==> src/assert_macros.svh <==
// Assertion macros shared by the congestion window RTL.
`ifndef ASSERT_MACROS_SVH
`define ASSERT_MACROS_SVH

// Plain property, checked on every edge out of reset.
`define TCW_ASSERT(lbl, clk, rstn, prop) \
    lbl: assert property (@(posedge clk) disable iff (!(rstn)) (prop)) \
        else $error("assertion failed");

// Same-cycle implication.
`define TCW_ASSERT_IMP(lbl, clk, rstn, ante, cons) \
    lbl: assert property (@(posedge clk) disable iff (!(rstn)) (ante) |-> (cons)) \
        else $error("implication failed");

// Next-cycle implication.
`define TCW_ASSERT_NEXT(lbl, clk, rstn, ante, cons) \
    lbl: assert property (@(posedge clk) disable iff (!(rstn)) (ante) |=> (cons)) \
        else $error("next-cycle implication failed");

`endif

==> src/tcwnd_pkg.sv <==
// Types, constants, helpers and microcode program of the congestion window block.
package tcwnd_pkg;

    localparam int unsigned DIV_STEPS = 32;
    localparam int unsigned DIV_CNT_W = $clog2(DIV_STEPS + 1);
    localparam int unsigned STEP_W    = 5;

    localparam logic [7:0] DUP_TRIGGER = 8'd3;
    localparam logic [7:0] DUP_MAX     = 8'd255;

    localparam logic [1:0] PH_SLOW    = 2'd0;
    localparam logic [1:0] PH_AVOID   = 2'd1;
    localparam logic [1:0] PH_RETX    = 2'd2;
    localparam logic [1:0] PH_RECOVER = 2'd3;

    localparam logic [1:0] CFG_SEG_SIZE     = 2'd0;
    localparam logic [1:0] CFG_INIT_WINDOW  = 2'd1;
    localparam logic [1:0] CFG_INIT_THRESH  = 2'd2;
    localparam logic [1:0] CFG_INIT_SEQ     = 2'd3;

    localparam logic [15:0] RST_SEG_SIZE    = 16'd1460;
    localparam logic [31:0] RST_INIT_WINDOW = 32'd4380;
    localparam logic [31:0] RST_INIT_THRESH = 32'd65535;
    localparam logic [31:0] RST_INIT_SEQ    = 32'd0;

    // program addresses
    localparam logic [STEP_W-1:0] ST_IDLE       = 5'd0;
    localparam logic [STEP_W-1:0] ST_DECODE     = 5'd1;
    localparam logic [STEP_W-1:0] ST_ACK        = 5'd2;
    localparam logic [STEP_W-1:0] ST_CHK_REC    = 5'd3;
    localparam logic [STEP_W-1:0] ST_CHK_DUP3   = 5'd4;
    localparam logic [STEP_W-1:0] ST_CHK_DUPM   = 5'd5;
    localparam logic [STEP_W-1:0] ST_CHK_BELOW  = 5'd6;
    localparam logic [STEP_W-1:0] ST_SQUARE     = 5'd7;
    localparam logic [STEP_W-1:0] ST_DIV        = 5'd8;
    localparam logic [STEP_W-1:0] ST_AVOID      = 5'd9;
    localparam logic [STEP_W-1:0] ST_REC_EXIT   = 5'd10;
    localparam logic [STEP_W-1:0] ST_RETX_THR   = 5'd11;
    localparam logic [STEP_W-1:0] ST_RETX_WIN   = 5'd12;
    localparam logic [STEP_W-1:0] ST_INFLATE    = 5'd13;
    localparam logic [STEP_W-1:0] ST_SLOW       = 5'd14;
    localparam logic [STEP_W-1:0] ST_RESTART    = 5'd15;
    localparam logic [STEP_W-1:0] ST_EMIT       = 5'd16;
    localparam logic [STEP_W-1:0] ST_EMIT_RETRY = 5'd17;

    typedef enum logic [3:0] {
        OP_NOP,
        OP_ACK,
        OP_SQUARE,
        OP_DIV_STEP,
        OP_AVOID,
        OP_REC_EXIT,
        OP_RETX_THR,
        OP_RETX_WIN,
        OP_INFLATE,
        OP_SLOW,
        OP_RESTART,
        OP_EMIT
    } t_op;

    typedef enum logic [3:0] {
        C_NEVER,
        C_ALWAYS,
        C_IDLE,
        C_RESTART,
        C_NEW_IN_REC,
        C_DUP3,
        C_DUP_MORE,
        C_BELOW,
        C_DIV_MORE,
        C_OUT_FREE
    } t_cond;

    typedef struct packed {
        t_op               op;
        t_cond             cond;
        logic [STEP_W-1:0] target;
    } t_uword;

    typedef struct packed {
        logic        func;
        logic [31:0] ack_num;
        logic [31:0] send_next;
    } t_in_item;

    typedef struct packed {
        logic        retransmit;
        logic        ack_accepted;
        logic [31:0] window_out;
        logic [31:0] threshold_out;
        logic [1:0]  phase_out;
        logic [31:0] unacked_out;
        logic [7:0]  dup_out;
    } t_out_item;

    typedef struct packed {
        logic [15:0] seg_size;
        logic [31:0] initial_window;
        logic [31:0] initial_threshold;
        logic [31:0] initial_sequence;
    } t_cfg;

    typedef struct packed {
        logic restart;
        logic new_in_rec;
        logic dup3;
        logic dup_more;
        logic below;
        logic div_more;
    } t_dp_status;

    function automatic logic [31:0] sat_add(input logic [31:0] a, input logic [31:0] b);
        logic [32:0] s;
        s = {1'b0, a} + {1'b0, b};
        sat_add = s[32] ? 32'hFFFF_FFFF : s[31:0];
    endfunction

    // The window program. A word jumps to its target when its condition holds.
    function automatic t_uword ucode(input logic [STEP_W-1:0] step);
        case (step)
            ST_IDLE:       ucode = '{OP_NOP,      C_IDLE,       ST_IDLE};
            ST_DECODE:     ucode = '{OP_NOP,      C_RESTART,    ST_RESTART};
            ST_ACK:        ucode = '{OP_ACK,      C_NEVER,      ST_IDLE};
            ST_CHK_REC:    ucode = '{OP_NOP,      C_NEW_IN_REC, ST_REC_EXIT};
            ST_CHK_DUP3:   ucode = '{OP_NOP,      C_DUP3,       ST_RETX_THR};
            ST_CHK_DUPM:   ucode = '{OP_NOP,      C_DUP_MORE,   ST_INFLATE};
            ST_CHK_BELOW:  ucode = '{OP_NOP,      C_BELOW,      ST_SLOW};
            ST_SQUARE:     ucode = '{OP_SQUARE,   C_NEVER,      ST_IDLE};
            ST_DIV:        ucode = '{OP_DIV_STEP, C_DIV_MORE,   ST_DIV};
            ST_AVOID:      ucode = '{OP_AVOID,    C_ALWAYS,     ST_EMIT};
            ST_REC_EXIT:   ucode = '{OP_REC_EXIT, C_ALWAYS,     ST_EMIT};
            ST_RETX_THR:   ucode = '{OP_RETX_THR, C_NEVER,      ST_IDLE};
            ST_RETX_WIN:   ucode = '{OP_RETX_WIN, C_ALWAYS,     ST_EMIT};
            ST_INFLATE:    ucode = '{OP_INFLATE,  C_ALWAYS,     ST_EMIT};
            ST_SLOW:       ucode = '{OP_SLOW,     C_ALWAYS,     ST_EMIT};
            ST_RESTART:    ucode = '{OP_RESTART,  C_NEVER,      ST_IDLE};
            ST_EMIT:       ucode = '{OP_EMIT,     C_OUT_FREE,   ST_IDLE};
            ST_EMIT_RETRY: ucode = '{OP_NOP,      C_ALWAYS,     ST_EMIT};
            default:       ucode = '{OP_NOP,      C_ALWAYS,     ST_IDLE};
        endcase
    endfunction

endpackage

==> src/tcwnd_seq.sv <==
// Microcode sequencer: step counter, program lookup and conditional jumps.
module tcwnd_seq (
    input  logic                        i_clk,
    input  logic                        i_rst_n,
    input  tcwnd_pkg::t_dp_status       i_status,
    input  logic                        i_pending,
    input  logic                        i_out_blocked,
    output tcwnd_pkg::t_op              o_op,
    output logic                        o_idle
);

    logic [tcwnd_pkg::STEP_W-1:0] r_step;
    logic [tcwnd_pkg::STEP_W-1:0] n_step;
    tcwnd_pkg::t_uword            uw;
    logic                         take;

    assign uw = tcwnd_pkg::ucode(r_step);

    always_comb begin
        unique case (uw.cond)
            tcwnd_pkg::C_NEVER:      take = 1'b0;
            tcwnd_pkg::C_ALWAYS:     take = 1'b1;
            tcwnd_pkg::C_IDLE:       take = !i_pending;
            tcwnd_pkg::C_RESTART:    take = i_status.restart;
            tcwnd_pkg::C_NEW_IN_REC: take = i_status.new_in_rec;
            tcwnd_pkg::C_DUP3:       take = i_status.dup3;
            tcwnd_pkg::C_DUP_MORE:   take = i_status.dup_more;
            tcwnd_pkg::C_BELOW:      take = i_status.below;
            tcwnd_pkg::C_DIV_MORE:   take = i_status.div_more;
            tcwnd_pkg::C_OUT_FREE:   take = !i_out_blocked;
            default:                 take = 1'b0;
        endcase
        n_step = take ? uw.target : r_step + 1'b1;
    end

    always_ff @(posedge i_clk) begin
        if (!i_rst_n) begin
            r_step <= tcwnd_pkg::ST_IDLE;
        end else begin
            r_step <= n_step;
        end
    end

    assign o_op   = uw.op;
    assign o_idle = (r_step == tcwnd_pkg::ST_IDLE);

endmodule

==> src/tcwnd_dp.sv <==
// Datapath: connection state, window arithmetic and the restoring divider.
module tcwnd_dp (
    input  logic                    i_clk,
    input  logic                    i_rst_n,
    input  logic                    i_load,
    input  tcwnd_pkg::t_in_item     i_in,
    input  tcwnd_pkg::t_cfg         i_cfg,
    input  tcwnd_pkg::t_op          i_op,
    output tcwnd_pkg::t_dp_status   o_status,
    output tcwnd_pkg::t_out_item    o_result
);

    // held item
    logic        r_func;
    logic [31:0] r_ack;
    logic [31:0] r_nxt;

    // connection state
    logic [31:0] r_una,   n_una;
    logic [31:0] r_dseq,  n_dseq;
    logic [7:0]  r_dcnt,  n_dcnt;
    logic [31:0] r_cwnd,  n_cwnd;
    logic [31:0] r_thr,   n_thr;
    logic [1:0]  r_phase, n_phase;
    logic        r_retx,  n_retx;
    logic        r_acc,   n_acc;

    // scratch and divider
    logic [31:0]                     r_acked, n_acked;
    logic [31:0]                     r_quo,   n_quo;
    logic [31:0]                     r_rem,   n_rem;
    logic [31:0]                     r_div,   n_div;
    logic [tcwnd_pkg::DIV_CNT_W-1:0] r_cnt,   n_cnt;

    logic [32:0] shifted;
    logic [32:0] diff;
    logic        ge;
    logic [31:0] seg32;
    logic [31:0] span;
    logic [31:0] half;
    logic [31:0] two_seg;
    logic [31:0] three_seg;

    assign seg32     = {16'd0, i_cfg.seg_size};
    assign span      = r_nxt - r_una;
    assign half      = {1'b0, span[31:1]};
    assign two_seg   = {15'd0, i_cfg.seg_size, 1'b0};
    assign three_seg = two_seg + seg32;

    assign shifted = {r_rem, r_quo[31]};
    assign diff    = shifted - {1'b0, r_div};
    assign ge      = !diff[32];

    always_comb begin
        n_una   = r_una;
        n_dseq  = r_dseq;
        n_dcnt  = r_dcnt;
        n_cwnd  = r_cwnd;
        n_thr   = r_thr;
        n_phase = r_phase;
        n_retx  = r_retx;
        n_acc   = r_acc;
        n_acked = r_acked;
        n_quo   = r_quo;
        n_rem   = r_rem;
        n_div   = r_div;
        n_cnt   = r_cnt;
        unique case (i_op)
            tcwnd_pkg::OP_ACK: begin
                n_retx  = 1'b0;
                n_acc   = 1'b0;
                n_acked = r_ack - r_una;
                if (r_ack > r_una && r_ack <= r_nxt) begin
                    n_acc  = 1'b1;
                    n_dcnt = '0;
                    n_una  = r_ack;
                end else if (r_ack == r_una) begin
                    if (r_ack > r_dseq) begin
                        n_dseq = r_ack;
                        n_dcnt = 8'd1;
                    end else if (r_ack == r_dseq && r_dcnt != tcwnd_pkg::DUP_MAX) begin
                        n_dcnt = r_dcnt + 8'd1;
                    end
                end
            end
            tcwnd_pkg::OP_SQUARE: begin
                n_quo = 32'(i_cfg.seg_size) * 32'(i_cfg.seg_size);
                n_rem = '0;
                n_div = (r_cwnd == '0) ? 32'd1 : r_cwnd;
                n_cnt = tcwnd_pkg::DIV_CNT_W'(tcwnd_pkg::DIV_STEPS);
            end
            tcwnd_pkg::OP_DIV_STEP: begin
                n_rem = ge ? diff[31:0] : shifted[31:0];
                n_quo = {r_quo[30:0], ge};
                n_cnt = r_cnt - 1'b1;
            end
            tcwnd_pkg::OP_AVOID: begin
                n_phase = tcwnd_pkg::PH_AVOID;
                n_cwnd  = tcwnd_pkg::sat_add(r_cwnd, (r_quo == '0) ? 32'd1 : r_quo);
            end
            tcwnd_pkg::OP_REC_EXIT: begin
                n_dcnt  = '0;
                n_phase = tcwnd_pkg::PH_AVOID;
                n_cwnd  = r_thr;
            end
            tcwnd_pkg::OP_RETX_THR: begin
                n_phase = tcwnd_pkg::PH_RETX;
                n_retx  = 1'b1;
                n_thr   = (half > two_seg) ? half : two_seg;
            end
            tcwnd_pkg::OP_RETX_WIN: begin
                n_cwnd = tcwnd_pkg::sat_add(r_thr, three_seg);
            end
            tcwnd_pkg::OP_INFLATE: begin
                n_phase = tcwnd_pkg::PH_RECOVER;
                n_cwnd  = tcwnd_pkg::sat_add(r_cwnd, seg32);
            end
            tcwnd_pkg::OP_SLOW: begin
                n_phase = tcwnd_pkg::PH_SLOW;
                n_cwnd  = tcwnd_pkg::sat_add(r_cwnd, (r_acked < seg32) ? r_acked : seg32);
            end
            tcwnd_pkg::OP_RESTART: begin
                n_una   = i_cfg.initial_sequence;
                n_cwnd  = i_cfg.initial_window;
                n_thr   = i_cfg.initial_threshold;
                n_dseq  = '0;
                n_dcnt  = '0;
                n_phase = tcwnd_pkg::PH_SLOW;
                n_retx  = 1'b0;
                n_acc   = 1'b0;
            end
            default: begin
            end
        endcase
    end

    always_ff @(posedge i_clk) begin
        if (!i_rst_n) begin
            r_una   <= '0;
            r_dseq  <= '0;
            r_dcnt  <= '0;
            r_cwnd  <= tcwnd_pkg::RST_INIT_WINDOW;
            r_thr   <= tcwnd_pkg::RST_INIT_THRESH;
            r_phase <= tcwnd_pkg::PH_SLOW;
            r_retx  <= 1'b0;
            r_acc   <= 1'b0;
            r_cnt   <= '0;
        end else begin
            r_una   <= n_una;
            r_dseq  <= n_dseq;
            r_dcnt  <= n_dcnt;
            r_cwnd  <= n_cwnd;
            r_thr   <= n_thr;
            r_phase <= n_phase;
            r_retx  <= n_retx;
            r_acc   <= n_acc;
            r_cnt   <= n_cnt;
        end
    end

    always_ff @(posedge i_clk) begin
        r_acked <= n_acked;
        r_quo   <= n_quo;
        r_rem   <= n_rem;
        r_div   <= n_div;
        if (i_load) begin
            r_func <= i_in.func;
            r_ack  <= i_in.ack_num;
            r_nxt  <= i_in.send_next;
        end
    end

    assign o_status.restart    = r_func;
    assign o_status.new_in_rec = r_acc && (r_phase == tcwnd_pkg::PH_RECOVER);
    assign o_status.dup3       = (r_dcnt == tcwnd_pkg::DUP_TRIGGER);
    assign o_status.dup_more   = (r_dcnt > tcwnd_pkg::DUP_TRIGGER);
    assign o_status.below      = (r_cwnd < r_thr);
    assign o_status.div_more   = (r_cnt != tcwnd_pkg::DIV_CNT_W'(1));

    assign o_result.retransmit    = r_retx;
    assign o_result.ack_accepted  = r_acc;
    assign o_result.window_out    = r_cwnd;
    assign o_result.threshold_out = r_thr;
    assign o_result.phase_out     = r_phase;
    assign o_result.unacked_out   = r_una;
    assign o_result.dup_out       = r_dcnt;

endmodule

==> src/tcp_ack_congestion_window_top.sv <==
// Top level of the Reno congestion window block: handshakes, registers, sequencer, datapath.
// Path, accept to result valid: restart goes straight to the emit word; other items run the ack
//   checks, then recovery exit, retransmit, inflation, slow start or the 32-step restoring divider.
// Items: one at a time, the next taken the cycle after its result is registered;
//   a stalled result holds the program in a retry loop between the emit and retry words.
// Reset (synchronous, active low): registers to defaults, window 4380, threshold 65535, idle.
`include "assert_macros.svh"

module tcp_ack_congestion_window_top (
    input  logic                  i_clk,
    input  logic                  i_rst_n,
    // input item channel
    input  logic                  i_in_valid,
    output logic                  o_in_stall,
    input  tcwnd_pkg::t_in_item   i_in_data,
    // result item channel
    output logic                  o_out_valid,
    input  logic                  i_out_stall,
    output tcwnd_pkg::t_out_item  o_out_data,
    // register write port
    input  logic                  i_cfg_we,
    input  logic [1:0]            i_cfg_idx,
    input  logic [31:0]           i_cfg_data
);

    // Configuration registers. Write them only while the block is idle; the block does not enforce it.
    tcwnd_pkg::t_cfg r_cfg;

    always_ff @(posedge i_clk) begin
        if (!i_rst_n) begin
            r_cfg.seg_size          <= tcwnd_pkg::RST_SEG_SIZE;
            r_cfg.initial_window    <= tcwnd_pkg::RST_INIT_WINDOW;
            r_cfg.initial_threshold <= tcwnd_pkg::RST_INIT_THRESH;
            r_cfg.initial_sequence  <= tcwnd_pkg::RST_INIT_SEQ;
        end else if (i_cfg_we) begin
            unique case (i_cfg_idx)
                tcwnd_pkg::CFG_SEG_SIZE:    r_cfg.seg_size          <= i_cfg_data[15:0];
                tcwnd_pkg::CFG_INIT_WINDOW: r_cfg.initial_window    <= i_cfg_data;
                tcwnd_pkg::CFG_INIT_THRESH: r_cfg.initial_threshold <= i_cfg_data;
                tcwnd_pkg::CFG_INIT_SEQ:    r_cfg.initial_sequence  <= i_cfg_data;
                default: begin
                end
            endcase
        end
    end

    // r_busy: an item is held in the datapath and its result not yet emitted.
    // The input side stalls only on that, never on the output register, so a new
    // item goes in while the previous result waits to be taken.
    logic                   r_busy, n_busy;
    logic                   r_out_valid, n_out_valid;
    tcwnd_pkg::t_out_item   r_out;

    logic                   in_acc;
    logic                   out_blocked;
    logic                   do_emit;
    logic                   seq_idle;
    tcwnd_pkg::t_op         op;
    tcwnd_pkg::t_dp_status  status;
    tcwnd_pkg::t_out_item   result;

    assign o_in_stall  = r_busy;
    assign in_acc      = i_in_valid && !r_busy;
    assign out_blocked = r_out_valid && i_out_stall;
    // The emit word retries through the program until the output register frees.
    assign do_emit     = (op == tcwnd_pkg::OP_EMIT) && !out_blocked;

    always_comb begin
        n_busy = r_busy;
        if (do_emit) begin
            n_busy = 1'b0;
        end else if (in_acc) begin
            n_busy = 1'b1;
        end
        n_out_valid = do_emit ? 1'b1 : (r_out_valid && i_out_stall);
    end

    always_ff @(posedge i_clk) begin
        if (!i_rst_n) begin
            r_busy      <= 1'b0;
            r_out_valid <= 1'b0;
        end else begin
            r_busy      <= n_busy;
            r_out_valid <= n_out_valid;
        end
    end

    always_ff @(posedge i_clk) begin
        if (do_emit) begin
            r_out <= result;
        end
    end

    assign o_out_valid = r_out_valid;
    assign o_out_data  = r_out;

    // Program sequencer: walks the control words, branching on datapath status.
    tcwnd_seq u_seq (
        .i_clk         (i_clk),
        .i_rst_n       (i_rst_n),
        .i_status      (status),
        .i_pending     (r_busy),
        .i_out_blocked (out_blocked),
        .o_op          (op),
        .o_idle        (seq_idle)
    );

    // Datapath: sequence tracking, window rules, divider for the avoidance step.
    tcwnd_dp u_dp (
        .i_clk    (i_clk),
        .i_rst_n  (i_rst_n),
        .i_load   (in_acc),
        .i_in     (i_in_data),
        .i_cfg    (r_cfg),
        .i_op     (op),
        .o_status (status),
        .o_result (result)
    );

    // Checks
    `TCW_ASSERT_IMP(a_accept_when_idle, i_clk, i_rst_n, in_acc, seq_idle)
    `TCW_ASSERT_IMP(a_emit_needs_item, i_clk, i_rst_n, do_emit, r_busy)
    `TCW_ASSERT_NEXT(a_emit_fills_out, i_clk, i_rst_n, do_emit, r_out_valid && !r_busy)
    `TCW_ASSERT(a_retx_phase, i_clk, i_rst_n, !r_out_valid || !r_out.retransmit || (r_out.phase_out == tcwnd_pkg::PH_RETX))

endmodule
==> config.mk <==
export PLATFORM = sky130hd
export DESIGN_NAME = tcp_ack_congestion_window_top
export DESIGN_NICKNAME = d
export VERILOG_FILES = /design/src/tcwnd_pkg.sv /design/src/tcwnd_seq.sv /design/src/tcwnd_dp.sv /design/src/tcp_ack_congestion_window_top.sv
export VERILOG_INCLUDE_DIRS = /design/src /design/src/src
export SDC_FILE = /design/constraint.sdc
export NUM_CORES = 2
export LEC_CHECK = 0
export BUFFER_PORTS_ARGS = -buffer_cell sky130_fd_sc_hd__buf_2
export CAP_MARGIN = 20
export CORE_UTILIZATION = 52
export CTS_BUF_LIST = sky130_fd_sc_hd__clkbuf_4
export CTS_CLUSTER_DIAMETER = 200
export DETAILED_ROUTE_END_ITERATION = 7
export HOLD_SLACK_MARGIN = 0.12
export PLACE_DENSITY = 0.73
export RECOVER_POWER = 25
export SETUP_SLACK_MARGIN = 0.1
export SYNTH_ARGS = -nofsm -noshare
export SYNTH_HDL_FRONTEND = slang
export SYNTH_SLANG_ARGS = --single-unit
==> constraint.sdc <==
create_clock -name i_clk -period 6.8 [get_ports i_clk]
set_input_delay 0.34 -clock i_clk [delete_from_list [all_inputs] [get_ports i_clk]]
set_output_delay 0.34 -clock i_clk [all_outputs]
set_load 0.01 [all_outputs]
Word-level counts from Yosys, hierarchy flattened
Memories as Yosys holds them, arrays and structs flattened. A register that Yosys moved wholly into a read port is not among the register bits.
Cells that the tools add are included.

storage, ports and cells
  bits in registers = 566
  memory bits (read-only) = 416
  input port bits = 104
  output and inout bits = 110
  logic and storage cells = 149
  memories = 1

operators by class
  add/subtract/negate cells = 11
  multiply operators = 1
  $lt $le $gt $ge = 7
  equal/unequal tests = 35
  mux-type cells = 32
  bitwise logic cells = 1
  reduce and logical (&&, ||, !) cells = 31

memories
  name             depth  width  read ports  clocked after Yosys merged registers in  write ports  line              source
  (no name shown)  32     13     1           1                                        0            tcwnd_pkg.sv:120  case (step)

operator list
  cell                  count
  $mux W32              11
  $pmux W32 S2          5
  $pmux W32 S6          1
  $add A32 B32 Y33      3
  $eq A32 B32 Y1        2
  $gt A32 B32 Y1        2
  $logic_not A32 Y1     2
  $sub A32 B32 Y32      2
  $add A32 B16 Y33      1
  $sub A33 B32 Y33      1
  $eq A4 B3 Y1 const B  8
  $le A32 B32 Y1        1
  $lt A32 B16 Y1        1
  $lt A32 B32 Y1        1
  $mul A16 B16 Y32      1
  $mux W8               4
  $gt A31 B17 Y1        1
  $mux W31              1
  $eq A4 B4 Y1 const B  6
  $add A17 B16 Y18      1
  $eq A4 B2 Y1 const B  4
  $pmux W8 S2           1
  $pmux W6 S2           1
  $mux W5               2
  29 further kinds      55

Depth between registers and ports, before layout
  word-level depth = 7
  mapped depth = 26
  gate-level depth less buffers = 25

Modules after synthesis
From an unflattened synthesis, not the netlist that was laid out.

unflattened totals
  cell total of the unflattened synthesis = 4900
  area, all modules = 44536.5 µm²

modules (own cells, without submodules)
  module                         times used  cells an instance  area each (µm²)  seq. area each (µm²)
  tcwnd_dp                       1           4233               35770.6          8718.4
  tcp_ack_congestion_window_top  1           541                7617.3           5525.3
  tcwnd_seq                      1           126                1148.6           360.3

Worst setup path before layout
Ideal clock, no wire load.

  path kind = register to register
  from = register u_seq.uw[11] (netlist name)
  to = register r_out (netlist bit o_out_data[0]) (enable)
  setup time = 612 ps
  arrival time = 6559 ps
  required time = 6188 ps
  path slack = -371 ps
  cell stages (with the launch flop) = 7
  clock period less this slack = 7171 ps
  cells stage by stage = dfxtp_1 > clkbuf_1 > nor2b_1 > clkbuf_1 > buf_1 > nand2_1 > a21oi_1

between the ends
  cells in the longest elaborated chain, start to end = 2

RTL lines
  element                 line                                 source
  $eq A4 B4 Y1            tcp_ack_congestion_window_top.sv:66  assign do_emit = (op == tcwnd_pkg::OP_EMIT) && !out_blocked;
  $logic_and A1 B1 Y1     tcp_ack_congestion_window_top.sv:66
  net do_emit             tcp_ack_congestion_window_top.sv:56  logic do_emit;
  end signal: assignment  tcp_ack_congestion_window_top.sv:90  r_out <= result;
  end: declaration        tcp_ack_congestion_window_top.sv:52  tcwnd_pkg::t_out_item r_out;

The timed path passes the listed nets, and every way through them passes these cells.
A chain may end at the register's enable or synchronous reset.

Worst setup path after layout
  from = register r_cfg[105] (netlist bit)
  to = register u_dp.r_quo[30] (data pin)

between the ends
  cells in the longest elaborated chain, start to end = 2

RTL lines
  element                 line                                 source
  start: declaration      tcp_ack_congestion_window_top.sv:27  tcwnd_pkg::t_cfg r_cfg;
  $mul A16 B16 Y32        tcwnd_dp.sv:87                       n_quo = 32'(i_cfg.seg_size) * 32'(i_cfg.seg_size);
  $pmux W32 S2            tcwnd_dp.sv:68                       unique case (i_op)
  net u_dp.n_quo[30]      tcwnd_dp.sv:30                       logic [31:0] r_quo, n_quo;
  end signal: assignment  tcwnd_dp.sv:163                      r_quo <= n_quo;
  end: declaration        tcwnd_dp.sv:30

The timed path passes the listed nets, and every way through them passes these cells.

==> flow_summary_export.csv <==
group,metric,value,unit
worst_setup_path,reg2reg_depth,22,
run,max_cap_violations,5,
worst_setup_path,cp.arrival,7.39,ns
final_layout,area_delta_synth_final,15.8,%
status,violations,"capacitance limit, slew limit",
clocking,htreeDepth,4,
clocking,numCtsBuffers,158,
routing,dr.first_iter.drc_count,3622,
hold_path,hold_depth,3,
timing,maxSlewViolCount,257,
worst_setup_path,crit_type,"flop to flop",
worst_setup_path,cpPeakStageDelay,0.59,ns
final_layout,fin_util,60.9,%
clocking,root_buffer,"clkbuf_4",
floorplan,die_w,296,um
global_routing,grt_use_total,33.8,%
global_routing,grt_max_degree,85,
pwr,irDropWorstVdd,0.322,mV
timing,rsz0062_at_grt,"yes",
floorplan,design.core.area,85400,um^2
routing,via_per_inst,5.96,
yosys,yosysSeqAreaShare,32.5,%
floorplan,die_area,87600,um^2
final_layout,largest-register,"r_cfg",
floorplan,ios,214,
timing,hold_slack,0.246,ns
clocking,clock_latency,1.09,ns
final_layout,largest_reg_flops,112,
routing,detail-route-antenna-nets,0,
worst_setup_path,cp-end-kind,"flop",
worst_setup_path,crit_chain,"buf_4 > ha_2 > inv_1 > fa_1 > inv_1 > fa_1 > fa_1 > fa_1 > fa_1 > inv_1 > fa_1 > inv_1 > ha_2 > and4_1 > and3_1 > o31a_1 > a31o_2 > a2111oi_2 > nor3_2 > nand4_1 > a2111o_1 > nand3_1",
worst_setup_path,worstPathRequired,7.69,ns
yosys,ys_warn_count,0,
yosys,yosysMostFrequentCell,"nand2_1",
hold_path,hold_path.class,"primary input to flop",
worst_setup_path,crit_path_start_kind,"flop",
final_layout,layout.nets,6234,
final_layout,multiInputGateArea,27700,um^2
worst_setup_path,slowest_stage,"fa_1",
floorplan,initial_utilization,52.6,%
yosys,synth-simple-area-share,14.8,%
pwr,power_density,315,nW/um^2
yosys,async_flop_share,0,%
worst_setup_path,cpMostUsedCell,"fa_1",
placed_design,io_buffers,213,
global_routing,grt_pass1_wl,226,mm
timing,finalSetupViolCount,0,
routing,num_vias,40397,
timing,fmax,154,MHz
status,status,"complete, but fails checks",
worst_setup_path,r2r_setup_slack,0.30,ns
global_routing,antenna_found_initial,9,
routing,routed_wl,148,mm
clocking,cts.reportedPaths.clkPinSlew,0.07,ns
routing,wl_per_cell,21.9,um
global_routing,grt-ovfl-total,0,
global_routing,grt_pass1_vias,39019,
placed_design,place_inst,6257,
timing,final.period_utilization,95.5,%
yosys,synthMuxAreaShare,3.35,%
timing,clock_skew,0.0995,ns
yosys,synth.avg_cell_area,8.93,um^2
pwr,p_leak,22.7,nW
yosys,synth-adder-area-share,20.3,%
final_layout,fill_cells,7433,
yosys,ys_ff_latch,579,
yosys,synth_top_cell_area_share,20.1,%
timing,fin_crit,6.50,ns
final_layout,drive_above_1_share,13.5,%
yosys,synthCells,5027,
routing,drc,0,
clocking,clock_path_buffers,3,
timing,worstMarginPinSlew,4.31,ns
placed_design,dp_hpwl,109,mm
worst_setup_path,path_max_fanout,8,
final_layout,regArea,14600,um^2
floorplan,die_y,296,um
clocking,cts.sinks,579,
placed_design,gp_congestion,1.02,
clocking,cts_tree,"yes",
yosys,synth_area_leaders,"edfxtp_1 20%, ha_1 13%, dfxtp_1 12%",
yosys,synth_common_cells,"557 x nand2_1, 503 x inv_1, 452 x ha_1",
yosys,synth_compound_area_share,18.6,%
floorplan,rows,107,
yosys,synth_edf_count,301,
yosys,syn_area,44900,um^2
yosys,synthXorXnorAreaFrac,3.88,%
yosys,yosys.area.top_type,"edfxtp_1",
yosys,ys.flop_type,"edfxtp_1",
yosys,netlist-cell-type-count,115,
timing,finalHoldViolCount,0,
yosys,synth_top_family_by_area,"adder cells",
final_layout,fin_cells,6780,
routing,drt-pass1-iter-count,7,
timing,slew_headroom,-187,%
## kinds of logic (layout without fill, tap and decap cells)
logic type                 count (synthesis)  in the layout
muxes                                    140            140
buffers and inverters                    763           1354
and+or+nand+nor                         1428           1428
other                                      1             19
adders and majority gates                625            625
DFF                                      579            579
xor gates and xnor gates                 199            199
AOI/OAI and AO/OA                       1292           1292
## area by class of cell
cell class	instances	area share, %
diodes	3	0.0144
clock buffers	239	3.45
clock inverters	49	0.674
inverters	512	3.70
multi-input cells	3700	53.2
flip-flops and latches	579	28.1
well taps	1144	2.75
repair buffers	554	8.09
## placed cells by master, fill, tap and decap left out, types with 99 or more instances in the layout
cell,n
o21ai_0,284
ha_1,446
xnor2_1,121
dfxtp_1,269
inv_1,501
edfxtp_1,301
buf_4,101
nor2_1,337
nand2_1,554
clkbuf_4,239
a21o_1,136
buf_2,212
a21oi_1,405
nand3_1,99
fa_1,173
dlygate4sd3_1,227
## per-layer routing
metal  GRT usage [%]  wire length [um]
met1            44.3             61300
met4            16.6              7170
met3            6.40             12500
met2            53.5             67200
met5               0                41
## final timing paths
check	startpoint	endpoint
worst max-delay path	r_cfg[105]	u_dp.r_quo[30]
worst min-delay path	i_out_stall	o_out_data[64]
worst max register to register	r_cfg[105]	u_dp.r_quo[30]
worst min register to register	r_cfg[56]	u_dp.r_thr[24]
## metrics by stage
step	setup TNS (ns)	total power [W]	instance area (um^2)	worst slack [ns]
after floorplan	0	0.0105	45000	0.109
after global placement	0	0.0125	47400	0.101
after detailed placement	-0.0608	0.0126	47400	-0.0225
after CTS	0	0.0161	51800	0.112
after global routing	0	0.0175	52000	0.0639
final	0	0.0164	52000	0.303
## what timing repair did
| item | CTS | global route |
|---|---|---|
| gates resized for setup | 4 | 54 |
| endpoints found under the setup margin | 4 | 14 |
| endpoints found under the hold margin | 334 | 0 |
| buffers inserted | 0 | 3 |
| pin swaps | 0 | 10 |
| hold buffers | 227 | 0 |
## report_power, final
| part | switching [W] | leakage (nW) | internal, W | total, W |
|---|---|---|---|---|
| clock network | 0.00162 | 1.26 | 0.00177 | 0.00339 |
| registers | 0.000675 | 5.06 | 0.00436 | 0.00503 |
| logic | 0.00468 | 16.4 | 0.00325 | 0.00793 |
| total | 0.00698 | 22.7 | 0.00938 | 0.0164 |
## worst max-delay path, delay by kind of cell (launching register included)
| kind | cells | cell delay, ns |
|---|---|---|
| buffers and inverters | 5 | 0.42 |
| flip-flops | 1 | 0.36 |
| AO/OA/AOI/OAI | 4 | 0.72 |
| adder cells (fa/ha/maj) | 8 | 3.78 |
| AND/OR/NAND/NOR | 5 | 1.00 |
No activity file was read; power rests on OpenSTA's default activity.
